## src/hdl/sha256_pkg.sv

```systemverilog
package sha256_pkg;

	// one input transfer: a message byte and its framing flags
	typedef struct packed {
		logic [7:0] data_byte;
		logic       byte_present;
		logic       end_of_message;
	} in_item_t;

	// one output transfer: a word of the final digest
	typedef struct packed {
		logic [31:0] digest_word;
		logic [2:0]  word_index;
		logic        last_word;
	} out_item_t;

	// sequencer states
	typedef enum logic [2:0] {
		ST_IDLE,
		ST_PAD,
		ST_COMP,
		ST_FOLD,
		ST_OUT
	} state_t;

	localparam int unsigned NUM_ROUNDS = 64;
	localparam logic [7:0]  PAD_MARK   = 8'h80;
	localparam logic [5:0]  LEN_POS    = 6'd56;
	localparam logic [5:0]  LAST_POS   = 6'd63;
	localparam logic [2:0]  LAST_IDX   = 3'd7;

	localparam logic [31:0] INIT_HASH [8] = '{
		32'h6a09e667, 32'hbb67ae85, 32'h3c6ef372, 32'ha54ff53a,
		32'h510e527f, 32'h9b05688c, 32'h1f83d9ab, 32'h5be0cd19
	};

	localparam logic [31:0] ROUND_K [NUM_ROUNDS] = '{
		32'h428a2f98, 32'h71374491, 32'hb5c0fbcf, 32'he9b5dba5,
		32'h3956c25b, 32'h59f111f1, 32'h923f82a4, 32'hab1c5ed5,
		32'hd807aa98, 32'h12835b01, 32'h243185be, 32'h550c7dc3,
		32'h72be5d74, 32'h80deb1fe, 32'h9bdc06a7, 32'hc19bf174,
		32'he49b69c1, 32'hefbe4786, 32'h0fc19dc6, 32'h240ca1cc,
		32'h2de92c6f, 32'h4a7484aa, 32'h5cb0a9dc, 32'h76f988da,
		32'h983e5152, 32'ha831c66d, 32'hb00327c8, 32'hbf597fc7,
		32'hc6e00bf3, 32'hd5a79147, 32'h06ca6351, 32'h14292967,
		32'h27b70a85, 32'h2e1b2138, 32'h4d2c6dfc, 32'h53380d13,
		32'h650a7354, 32'h766a0abb, 32'h81c2c92e, 32'h92722c85,
		32'ha2bfe8a1, 32'ha81a664b, 32'hc24b8b70, 32'hc76c51a3,
		32'hd192e819, 32'hd6990624, 32'hf40e3585, 32'h106aa070,
		32'h19a4c116, 32'h1e376c08, 32'h2748774c, 32'h34b0bcb5,
		32'h391c0cb3, 32'h4ed8aa4a, 32'h5b9cca4f, 32'h682e6ff3,
		32'h748f82ee, 32'h78a5636f, 32'h84c87814, 32'h8cc70208,
		32'h90befffa, 32'ha4506ceb, 32'hbef9a3f7, 32'hc67178f2
	};

endpackage

```

## src/hdl/sha256_in_if.sv

```systemverilog
interface sha256_in_if import sha256_pkg::*; ();

	logic     valid;
	logic     ready;
	in_item_t data;

	modport source (output valid, output data, input ready);
	modport sink   (input valid, input data, output ready);

endinterface

```

## src/hdl/sha256_out_if.sv

```systemverilog
interface sha256_out_if import sha256_pkg::*; ();

	logic      valid;
	logic      ready;
	out_item_t data;

	modport source (output valid, output data, input ready);
	modport sink   (input valid, input data, output ready);

endinterface

```

## src/hdl/sha256_message_hasher.sv

```systemverilog
// SHA-256 hasher for a byte stream. Each transfer on the message channel carries at most one
// byte; a transfer with end_of_message set closes the message (with or without a final byte),
// after which the eight digest words come out on the digest channel, word 0 first, and the
// hasher restarts from the initial hash. Every 64th byte starts a compression (64 rounds
// through one shared round unit, then a fold into the chaining hash); the message channel
// is not ready meanwhile. At end of message the padding is shifted into the block one byte
// per cycle, up to the end of the last block when n bytes of it were filled and n < 56, or
// through the end of that block and a whole further block when n >= 56, followed by one or
// two compressions and eight digest transfers. Sustained throughput is set by the single
// round unit.
module sha256_message_hasher import sha256_pkg::*; (
	input  logic                clk,
	input  logic                arst_n,
	sha256_in_if.sink           message,
	sha256_out_if.source        digest
);

	// round helpers
	function automatic logic [31:0] rotr(input logic [31:0] x, input int unsigned n);
		rotr = (x >> n) | (x << (32 - n));
	endfunction

	function automatic logic [31:0] big_sigma0(input logic [31:0] x);
		big_sigma0 = rotr(x, 2) ^ rotr(x, 13) ^ rotr(x, 22);
	endfunction

	function automatic logic [31:0] big_sigma1(input logic [31:0] x);
		big_sigma1 = rotr(x, 6) ^ rotr(x, 11) ^ rotr(x, 25);
	endfunction

	function automatic logic [31:0] small_sigma0(input logic [31:0] x);
		small_sigma0 = rotr(x, 7) ^ rotr(x, 18) ^ (x >> 3);
	endfunction

	function automatic logic [31:0] small_sigma1(input logic [31:0] x);
		small_sigma1 = rotr(x, 17) ^ rotr(x, 19) ^ (x >> 10);
	endfunction

	state_t       state_q, state_d;
	logic [5:0]   cnt_q;
	logic [63:0]  bits_q;
	logic [5:0]   rnd_q;
	logic [2:0]   oidx_q;
	logic         fin_q;
	logic         pad80_q;
	logic         len_ok_q;
	logic         last_blk_q;
	logic [31:0]  hash_q [8];
	logic [31:0]  wv_q [8];
	logic [511:0] blk_q;

	logic         shift_byte;
	logic [7:0]   byte_val;
	logic         add_bits;
	logic         len_byte;
	logic         start_comp;
	logic         do_round;
	logic         fold;
	logic         emit;
	logic         in_xfer;

	assign in_xfer = message.valid && message.ready;

	// sequencer state register
	always_ff @(posedge clk or negedge arst_n) begin
		if (!arst_n) begin
			state_q <= ST_IDLE;
		end else begin
			state_q <= state_d;
		end
	end

	// next state and datapath strobes
	always_comb begin
		state_d       = state_q;
		shift_byte    = 1'b0;
		byte_val      = 8'h00;
		add_bits      = 1'b0;
		len_byte      = 1'b0;
		start_comp    = 1'b0;
		do_round      = 1'b0;
		fold          = 1'b0;
		emit          = 1'b0;
		message.ready = 1'b0;
		digest.valid  = 1'b0;
		case (state_q)
			ST_IDLE: begin
				message.ready = 1'b1;
				if (message.valid) begin
					if (message.data.byte_present) begin
						shift_byte = 1'b1;
						byte_val   = message.data.data_byte;
						add_bits   = 1'b1;
						if (cnt_q == LAST_POS) begin
							start_comp = 1'b1;
							state_d    = ST_COMP;
						end else if (message.data.end_of_message) begin
							state_d = ST_PAD;
						end
					end else if (message.data.end_of_message) begin
						state_d = ST_PAD;
					end
				end
			end
			ST_PAD: begin
				shift_byte = 1'b1;
				if (!pad80_q) begin
					byte_val = PAD_MARK;
				end else if (len_ok_q && (cnt_q >= LEN_POS)) begin
					byte_val = bits_q[63:56];
					len_byte = 1'b1;
				end
				if (cnt_q == LAST_POS) begin
					start_comp = 1'b1;
					state_d    = ST_COMP;
				end
			end
			ST_COMP: begin
				do_round = 1'b1;
				if (rnd_q == 6'(NUM_ROUNDS - 1)) begin
					state_d = ST_FOLD;
				end
			end
			ST_FOLD: begin
				fold = 1'b1;
				if (!fin_q) begin
					state_d = ST_IDLE;
				end else if (last_blk_q) begin
					state_d = ST_OUT;
				end else begin
					state_d = ST_PAD;
				end
			end
			ST_OUT: begin
				digest.valid = 1'b1;
				if (digest.ready) begin
					emit = 1'b1;
					if (oidx_q == LAST_IDX) begin
						state_d = ST_IDLE;
					end
				end
			end
			default: begin
				state_d = ST_IDLE;
			end
		endcase
	end

	// message framing, counters and padding flags
	always_ff @(posedge clk or negedge arst_n) begin
		if (!arst_n) begin
			cnt_q      <= '0;
			bits_q     <= '0;
			rnd_q      <= '0;
			oidx_q     <= '0;
			fin_q      <= 1'b0;
			pad80_q    <= 1'b0;
			len_ok_q   <= 1'b0;
			last_blk_q <= 1'b0;
		end else begin
			if (shift_byte) begin
				cnt_q <= cnt_q + 6'd1;
			end
			// length shifts out MSB first, leaving zero for the next message
			if (add_bits) begin
				bits_q <= bits_q + 64'd8;
			end else if (len_byte) begin
				bits_q <= {bits_q[55:0], 8'h00};
			end
			if (do_round) begin
				rnd_q <= rnd_q + 6'd1;
			end else begin
				rnd_q <= '0;
			end
			if (emit) begin
				oidx_q <= oidx_q + 3'd1;
			end
			if (in_xfer) begin
				fin_q      <= message.data.end_of_message;
				pad80_q    <= 1'b0;
				last_blk_q <= 1'b0;
			end
			if (state_q == ST_PAD) begin
				if (!pad80_q) begin
					pad80_q  <= 1'b1;
					len_ok_q <= (cnt_q < LEN_POS);
				end
				if (cnt_q == LAST_POS) begin
					last_blk_q <= pad80_q && len_ok_q;
				end
			end
			// a block after a compression always has room for the length
			if (fold) begin
				len_ok_q <= 1'b1;
			end
		end
	end

	// chaining hash: fold after each block, rotate out the digest and refill with the IV
	always_ff @(posedge clk or negedge arst_n) begin
		if (!arst_n) begin
			for (int i = 0; i < 8; i++) begin
				hash_q[i] <= INIT_HASH[i];
			end
		end else if (fold) begin
			for (int i = 0; i < 8; i++) begin
				hash_q[i] <= hash_q[i] + wv_q[i];
			end
		end else if (emit) begin
			for (int i = 0; i < 7; i++) begin
				hash_q[i] <= hash_q[i + 1];
			end
			hash_q[7] <= INIT_HASH[oidx_q];
		end
	end

	// block window: bytes shift in big-endian; during rounds it holds W[t..t+15]
	always_ff @(posedge clk) begin
		if (shift_byte) begin
			blk_q <= {blk_q[503:0], byte_val};
		end else if (do_round) begin
			blk_q <= {blk_q[479:0],
				small_sigma1(blk_q[63:32]) + blk_q[223:192] +
				small_sigma0(blk_q[479:448]) + blk_q[511:480]};
		end
	end

	// shared round unit on the working variables a..h
	always_ff @(posedge clk) begin
		logic [31:0] t1;
		logic [31:0] t2;
		t1 = wv_q[7] + big_sigma1(wv_q[4]) + ((wv_q[4] & wv_q[5]) ^ (~wv_q[4] & wv_q[6]))
			+ ROUND_K[rnd_q] + blk_q[511:480];
		t2 = big_sigma0(wv_q[0])
			+ ((wv_q[0] & wv_q[1]) ^ (wv_q[0] & wv_q[2]) ^ (wv_q[1] & wv_q[2]));
		if (start_comp) begin
			for (int i = 0; i < 8; i++) begin
				wv_q[i] <= hash_q[i];
			end
		end else if (do_round) begin
			wv_q[7] <= wv_q[6];
			wv_q[6] <= wv_q[5];
			wv_q[5] <= wv_q[4];
			wv_q[4] <= wv_q[3] + t1;
			wv_q[3] <= wv_q[2];
			wv_q[2] <= wv_q[1];
			wv_q[1] <= wv_q[0];
			wv_q[0] <= t1 + t2;
		end
	end

	// digest payload
	assign digest.data.digest_word = hash_q[0];
	assign digest.data.word_index  = oidx_q;
	assign digest.data.last_word   = (oidx_q == LAST_IDX);

`ifndef ASSERT_OFF
	// never take a byte while a digest is on offer
	a_no_overlap: assert property (@(posedge clk) disable iff (!arst_n)
		!(message.ready && digest.valid))
		else $error("message ready while digest valid");

	// after the final digest transfer the length and byte count are back at zero
	a_clean_restart: assert property (@(posedge clk) disable iff (!arst_n)
		(digest.valid && digest.ready && digest.data.last_word) |=>
		(cnt_q == 6'd0 && bits_q == 64'd0 && state_q == ST_IDLE))
		else $error("hasher not cleared after digest");

	// a compression only runs on a complete block
	a_full_block: assert property (@(posedge clk) disable iff (!arst_n)
		(state_q == ST_COMP) |-> (cnt_q == 6'd0))
		else $error("compression on partial block");
`endif

endmodule

```

## src/flat_wrapper.sv

```systemverilog
// flat-port wrapper written by rule: the top's interface ports become plain ports
module sha256_message_hasher_flat import sha256_pkg::*;
  (clk, arst_n, message_valid, message_data, message_ready, digest_valid, digest_data, digest_ready);
  sha256_in_if message_i ();
  sha256_out_if digest_i ();
  input  logic clk;
  input  logic arst_n;
  input wire logic [$bits(message_i.valid)-1:0] message_valid;
  input wire logic [$bits(message_i.data)-1:0] message_data;
  output wire logic [$bits(message_i.ready)-1:0] message_ready;
  output wire logic [$bits(digest_i.valid)-1:0] digest_valid;
  output wire logic [$bits(digest_i.data)-1:0] digest_data;
  input wire logic [$bits(digest_i.ready)-1:0] digest_ready;
  assign message_i.valid = message_valid;
  assign message_i.data = message_data;
  assign message_ready = message_i.ready;
  assign digest_valid = digest_i.valid;
  assign digest_data = digest_i.data;
  assign digest_i.ready = digest_ready;
  sha256_message_hasher u_core (.clk(clk), .arst_n(arst_n), .message(message_i), .digest(digest_i));
endmodule
```

## config.mk

```make
export PLATFORM = sky130hd
export DESIGN_NAME = sha256_message_hasher_flat
export DESIGN_NICKNAME = d
export VERILOG_FILES = /design/src/hdl/sha256_pkg.sv /design/src/hdl/sha256_in_if.sv /design/src/hdl/sha256_out_if.sv /design/src/hdl/sha256_message_hasher.sv /design/src/flat_wrapper.sv
export SDC_FILE = /design/constraint.sdc
export NUM_CORES = 2
export LEC_CHECK = 0
export ABC_AREA = 0
export BUFFER_PORTS_ARGS = -buffer_cell sky130_fd_sc_hd__buf_2
export CORE_MARGIN = 2
export CORE_UTILIZATION = 55
export CTS_BUF_LIST = sky130_fd_sc_hd__clkbuf_4 sky130_fd_sc_hd__clkbuf_8 sky130_fd_sc_hd__clkbuf_16
export CTS_CLUSTER_DIAMETER = 100
export DETAILED_ROUTE_END_ITERATION = 6
export PLACE_DENSITY = 0.79
export SYNTH_ARGS = -nofsm -noshare
export SYNTH_HDL_FRONTEND = slang
export SYNTH_SLANG_ARGS = --single-unit
export TNS_END_PERCENT = 100
```

## constraint.sdc

```tcl
create_clock -name clk -period 56.4 [get_ports clk]
set_input_delay 8.46 -clock clk [delete_from_list [all_inputs] [get_ports clk]]
set_output_delay 8.46 -clock clk [all_outputs]
set_load 0.05 [all_outputs]
```

-- Yosys cells after proc, flatten, opt, wreduce, memory -nomap -nowiden
Memory sizes are Yosys's and may differ from the RTL's.
Index checks and enable logic that the tools add are counted.
- bits in registers: 854
- latch bits: 0
- memory bits (writable): 256
- bits in read-only memories: 2304
- input bits: 14
- word-level logic and storage cells: 173
- memories: 3
- $add $sub $neg: 22
- $mul: 0
- divide/modulo/power cells: 0
- order comparisons: 4
- eq/ne operators: 13
- shift operators: 0
- mux-type cells: 66
- bitwise gates (word level): 37
- reduce and logical (&&, ||, !) cells: 10
- memories (name ; words ; width ; rd ports ; clocked after memory_dff ; wr ports ; RTL line ; text):
    (name not given) ; 64 ; 32 ; 1 ; 0 ; 0 ; sha256_message_hasher.sv:233 ; + ROUND_K[rnd_q] + blk_q[511:480];
    (name not given) ; 8 ; 32 ; 1 ; 0 ; 0 ; sha256_message_hasher.sv:213 ; hash_q[7] <= INIT_HASH[oidx_q];
    u_core.wv_q ; 8 ; 32 ; 8 ; 0 ; 8 ; sha256_message_hasher.sv:49 ; logic [31:0] wv_q [8];
- operators by type and width (kind ; number):
    $mux 512 ; 2
    $add 32x32->32 ; 18
    $mux 256 ; 2
    $mux 32 ; 12
    $xor 32x32->32 ; 9
    $and 32x32->32 ; 5
    $mux 64 ; 2
    $add 64x4->64 const B ; 1
    $mux 8 ; 4
    $not 32->32 ; 1
    $or 10x32->32 ; 1
    $or 13x32->32 ; 1
    $or 14x32->32 ; 1
    $or 15x32->32 ; 1
    $or 19x32->32 ; 1
    $or 21x32->32 ; 1
    $or 25x32->32 ; 1
    $or 26x32->32 ; 1
    $or 30x32->32 ; 1
    $or 7x32->32 ; 1
    $xor 32x22->32 ; 1
    $xor 32x29->32 ; 1
    $mux 3 ; 10
    $mux 1 ; 29
    24 further kinds ; 45

-- Longest topological paths before layout
- word-level depth: 9
- depth in mapped cells: 39
- mapped depth without buffers: 37

-- Worst setup path before layout
Ideal clock, no wire load.
- kind: input port to flip-flop
- from: input port message_data[1]
- to: memory u_core.wv_q[0][0] (enable)
- arrival: 27.026 ns
- data required time: 55.173 ns
- setup slack: 28.146 ns
- cell stages on the path: 6
- buffers on the path: 3
- cell sequence: a21oi_1 nand2b_1 clkbuf_1 clkbuf_1 clkbuf_1 o21ai_0
- RTL lines (element ; RTL line ; text):
    start, declared ; flat_wrapper.sv:9 ; input wire logic [$bits(message_i.data)-1:0] message_data;
    end, declared ; sha256_message_hasher.sv:49 ;

==> metrics.yaml <==
yosys:
  yosysWarnings: 0
  synth_top_cell_area_share_pct: 30.2
  yosysTopAreaCell: "edfxtp_1"
  ys_types: 91
  synth_seq_cells: 1107
  synth_edf_count: 768
  synth_seq_area_share_pct: 41.5
  syn_area_um2: 76300
  synthArstFlopShare_pct: 30.6
  syn-num-nets: 9248
  synth.avg_cell_area_um2: 8.84
  syn_inst: 8633
  synth.most_common_cell: "nand2_1"
  ys_top_cells_by_area: "edfxtp_1 (30%), nand2_1 (13%), dfrtp_1 (6.7%), ha_1 (6.7%), fa_1 (5.1%)"
  synth_common_cells: "nand2_1 (2703), edfxtp_1 (768), clkbuf_1 (457)"
  synth_ff_type: "edfxtp_1"
final_layout:
  multi_input_area_um2: 41500
  antenna_cells: 0
  area_delta_synth_final_pct: 6.56
  fin_nets: 8954
  nFillCells: 11642
  seqCellArea_um2: 31700
  drive_above_1_share_pct: 6.18
clock_tree:
  insertion_delay_ns: 0.80
  cts_resized: 0
  htreeDepth: 3
  cts_root_buf: "clkbuf_16"
  clk_pin_slew_worst_paths_ns: 0.06
  post_cts_buffers: 0
  cts_buffers: 116
  cts_buffer_depth: 3
  cts_hold_buf: 0
  cts_sinks: 1107
  cts_tree: "built"
grt:
  grt_overflow_total: 0
  grt_max_degree: 224
  grt_pass1_wl_um: 343000
  grt.total_usage_pct: 30.7
  grt_pass1_vias: 60749
  antenna_found_initial: 1
sta:
  final_hold_viol_count: 0
  post-route-min-period_ns: 12.52
  setup-violations-final: 0
  finalCritPeriodShare_pct: 22.2
  fmax_mhz: 79.9
  skew_ns: 0.0736
  rsz0062_at_grt: "false"
  drv_slew: 0
  setup_tns_ns: 0
  slew_headroom_pct: 15.3
  worst_pin_slew_ns: 1.26
die:
  core_um2: 138000
  rows: 136
  die_h_um: 377
  die_w_um: 377
  initial_core_util_pct: 55.5
  dieArea_um2: 142000
  ios: 52
detailed_routing:
  vias: 63395
  routedWlPerCell_um: 21.6
  route.detailed.drc: 3
  ant_nets: 0
  drt_first_pass_iters: 7
  drt-total-wl_um: 221000
  vias_per_cell: 6.19
  drt_iter0_markers: 6924
setup_path:
  worstSetupPathType: "input pin to flip-flop"
  worst-r2r-setup-slack_ns: 45.18
  crit_end: "u_core.wv_q[1][123]$_DFFE_PP_"
  cpMostUsedCell: "buf_4"
  critPathLaunch: "message_valid"
  path_max_fanout: 71
  cp.arrival_ns: 12.88
  crit_path_start_kind: "input pin"
  r2r_cells: 31
  slowest_delay_ns: 0.92
  r2r-start: "u_core.rnd_q[1]$_DFF_PN0_"
  path_cells: "buf_2 > a21oi_1 > nand2b_4 > o21ai_4 > buf_4 > buf_4 > buf_4 > buf_4"
  slowest_stage: "buf_4"
  crit_path_end_kind: "flip-flop"
  r2r-end: "u_core.wv_q[1][30]$_DFFE_PP_"
  crit_required_ns: 56.76
placement:
  place.port_buffers: 51
  place_congestion: 1.03
  detailed_place_hpwl_um: 156000
outcome:
  outcome: "complete, but fails checks"
  violations: "DRC"
job:
  drv_cap: 0
hold_path:
  min_path_type: "flip-flop to flip-flop"
flip-flops by register name, summed over array words and instances (netlist names):
| signal | cells |
|---|---|
| u_core.wv_q | 256 |
| u_core.blk_q | 512 |
| u_core.fin_q | 1 |
| u_core.len_ok_q | 1 |
| u_core.pad80_q | 1 |
| u_core.digest.data | 32 |
| u_core.hash_q | 224 |
| u_core.state_q | 3 |
| u_core.last_blk_q | 1 |
| u_core.oidx_q | 3 |
| u_core.bits_q | 61 |
| u_core.rnd_q | 6 |
| u_core.cnt_q | 6 |
worst min-delay path by stage:
| stage | to | cells after the start | slack, ns | startpoint |
|---|---|---|---|---|
| 2_1_floorplan | u_core.cnt_q[5]$_DFFE_PN0P_ | 1 | 0.44 | u_core.cnt_q[5]$_DFFE_PN0P_ |
| 3_3_place_gp | u_core.cnt_q[5]$_DFFE_PN0P_ | 1 | 0.46 | u_core.cnt_q[5]$_DFFE_PN0P_ |
| 3_5_place_dp | u_core.cnt_q[5]$_DFFE_PN0P_ | 1 | 0.46 | u_core.cnt_q[5]$_DFFE_PN0P_ |
| 4_1_cts | u_core.cnt_q[5]$_DFFE_PN0P_ | 1 | 0.47 | u_core.cnt_q[5]$_DFFE_PN0P_ |
| 5_1_grt | u_core.cnt_q[5]$_DFFE_PN0P_ | 1 | 0.48 | u_core.cnt_q[5]$_DFFE_PN0P_ |
| 6_report | u_core.cnt_q[5]$_DFFE_PN0P_ | 1 | 0.48 | u_core.cnt_q[5]$_DFFE_PN0P_ |
cells in the final DEF, fill, tap and decap left out, types with 172 or more instances in the layout:
cell type | synthesis | final
xnor2_1 | 372 | 372
o21ai_0 | 436 | 435
edfxtp_1 | 768 | 768
xor2_1 | 187 | 187
nor2_1 | 361 | 360
inv_1 | 288 | 288
dfrtp_1 | 203 | 199
a21o_1 | 172 | 172
fa_1 | 195 | 195
ha_1 | 406 | 406
nand2_1 | 2703 | 2701
a21oi_1 | 418 | 418
critical path: cells and delay by family:
kind / cells / cell delay (ns)
and+or+nand+nor: 1 / 0.45
AOI/OAI and AO/OA: 2 / 0.37
buffers and inverters: 5 / 3.43
cells by family after synthesis:
kind of cell,Yosys count,share of synthesized area (%)
flip-flops,1107,41.5
AND/OR/NAND/NOR,3691,20.0
multiplexers,57,0.833
adder cells (fa/ha/maj),625,12.1
AO/OA/AOI/OAI,1774,14.9
buffers and inverters,819,4.18
XOR/XNOR,560,6.44
layout make-up:
class / instances / share of cell area (%)
Multi-Input combinational cell: 6707 / 51.0
Sequential cell: 1107 / 39.0
Clock buffer: 156 / 4.04
Tap cell: 1794 / 2.76
Inverter: 291 / 1.34
Timing Repair Buffer: 116 / 0.957
Clock inverter: 63 / 0.904
routing by layer:
layer	up-vias	global-route usage [%]	wire length [µm]
met5	-	0	23
met4	4	16.1	13000
met3	612	6.29	20000
met2	2813	47.5	99100
met1	30678	40.9	88600
li1	29288	-	-
per-stage QoR:
step / std cells / area, µm² / hold WS (ns) / worst slack (ns) / utilization (%)
after floorplan: 8633 / 76300 / 0.437 / 28.15 / -
after global placement: 10015 / 77300 / 0.457 / 43.29 / 56.2
after detailed placement: 10015 / 77300 / 0.459 / 43.17 / 56.2
after CTS: 10234 / 81400 / 0.471 / 43.95 / 59.1
after global routing: 10234 / 81400 / 0.481 / 43.58 / 59.1
final: 10234 / 81400 / 0.477 / 43.88 / 59.1
Power is not shown: default switching activity piles up to over one toggle a cycle in this logic, so the estimate is an artifact.
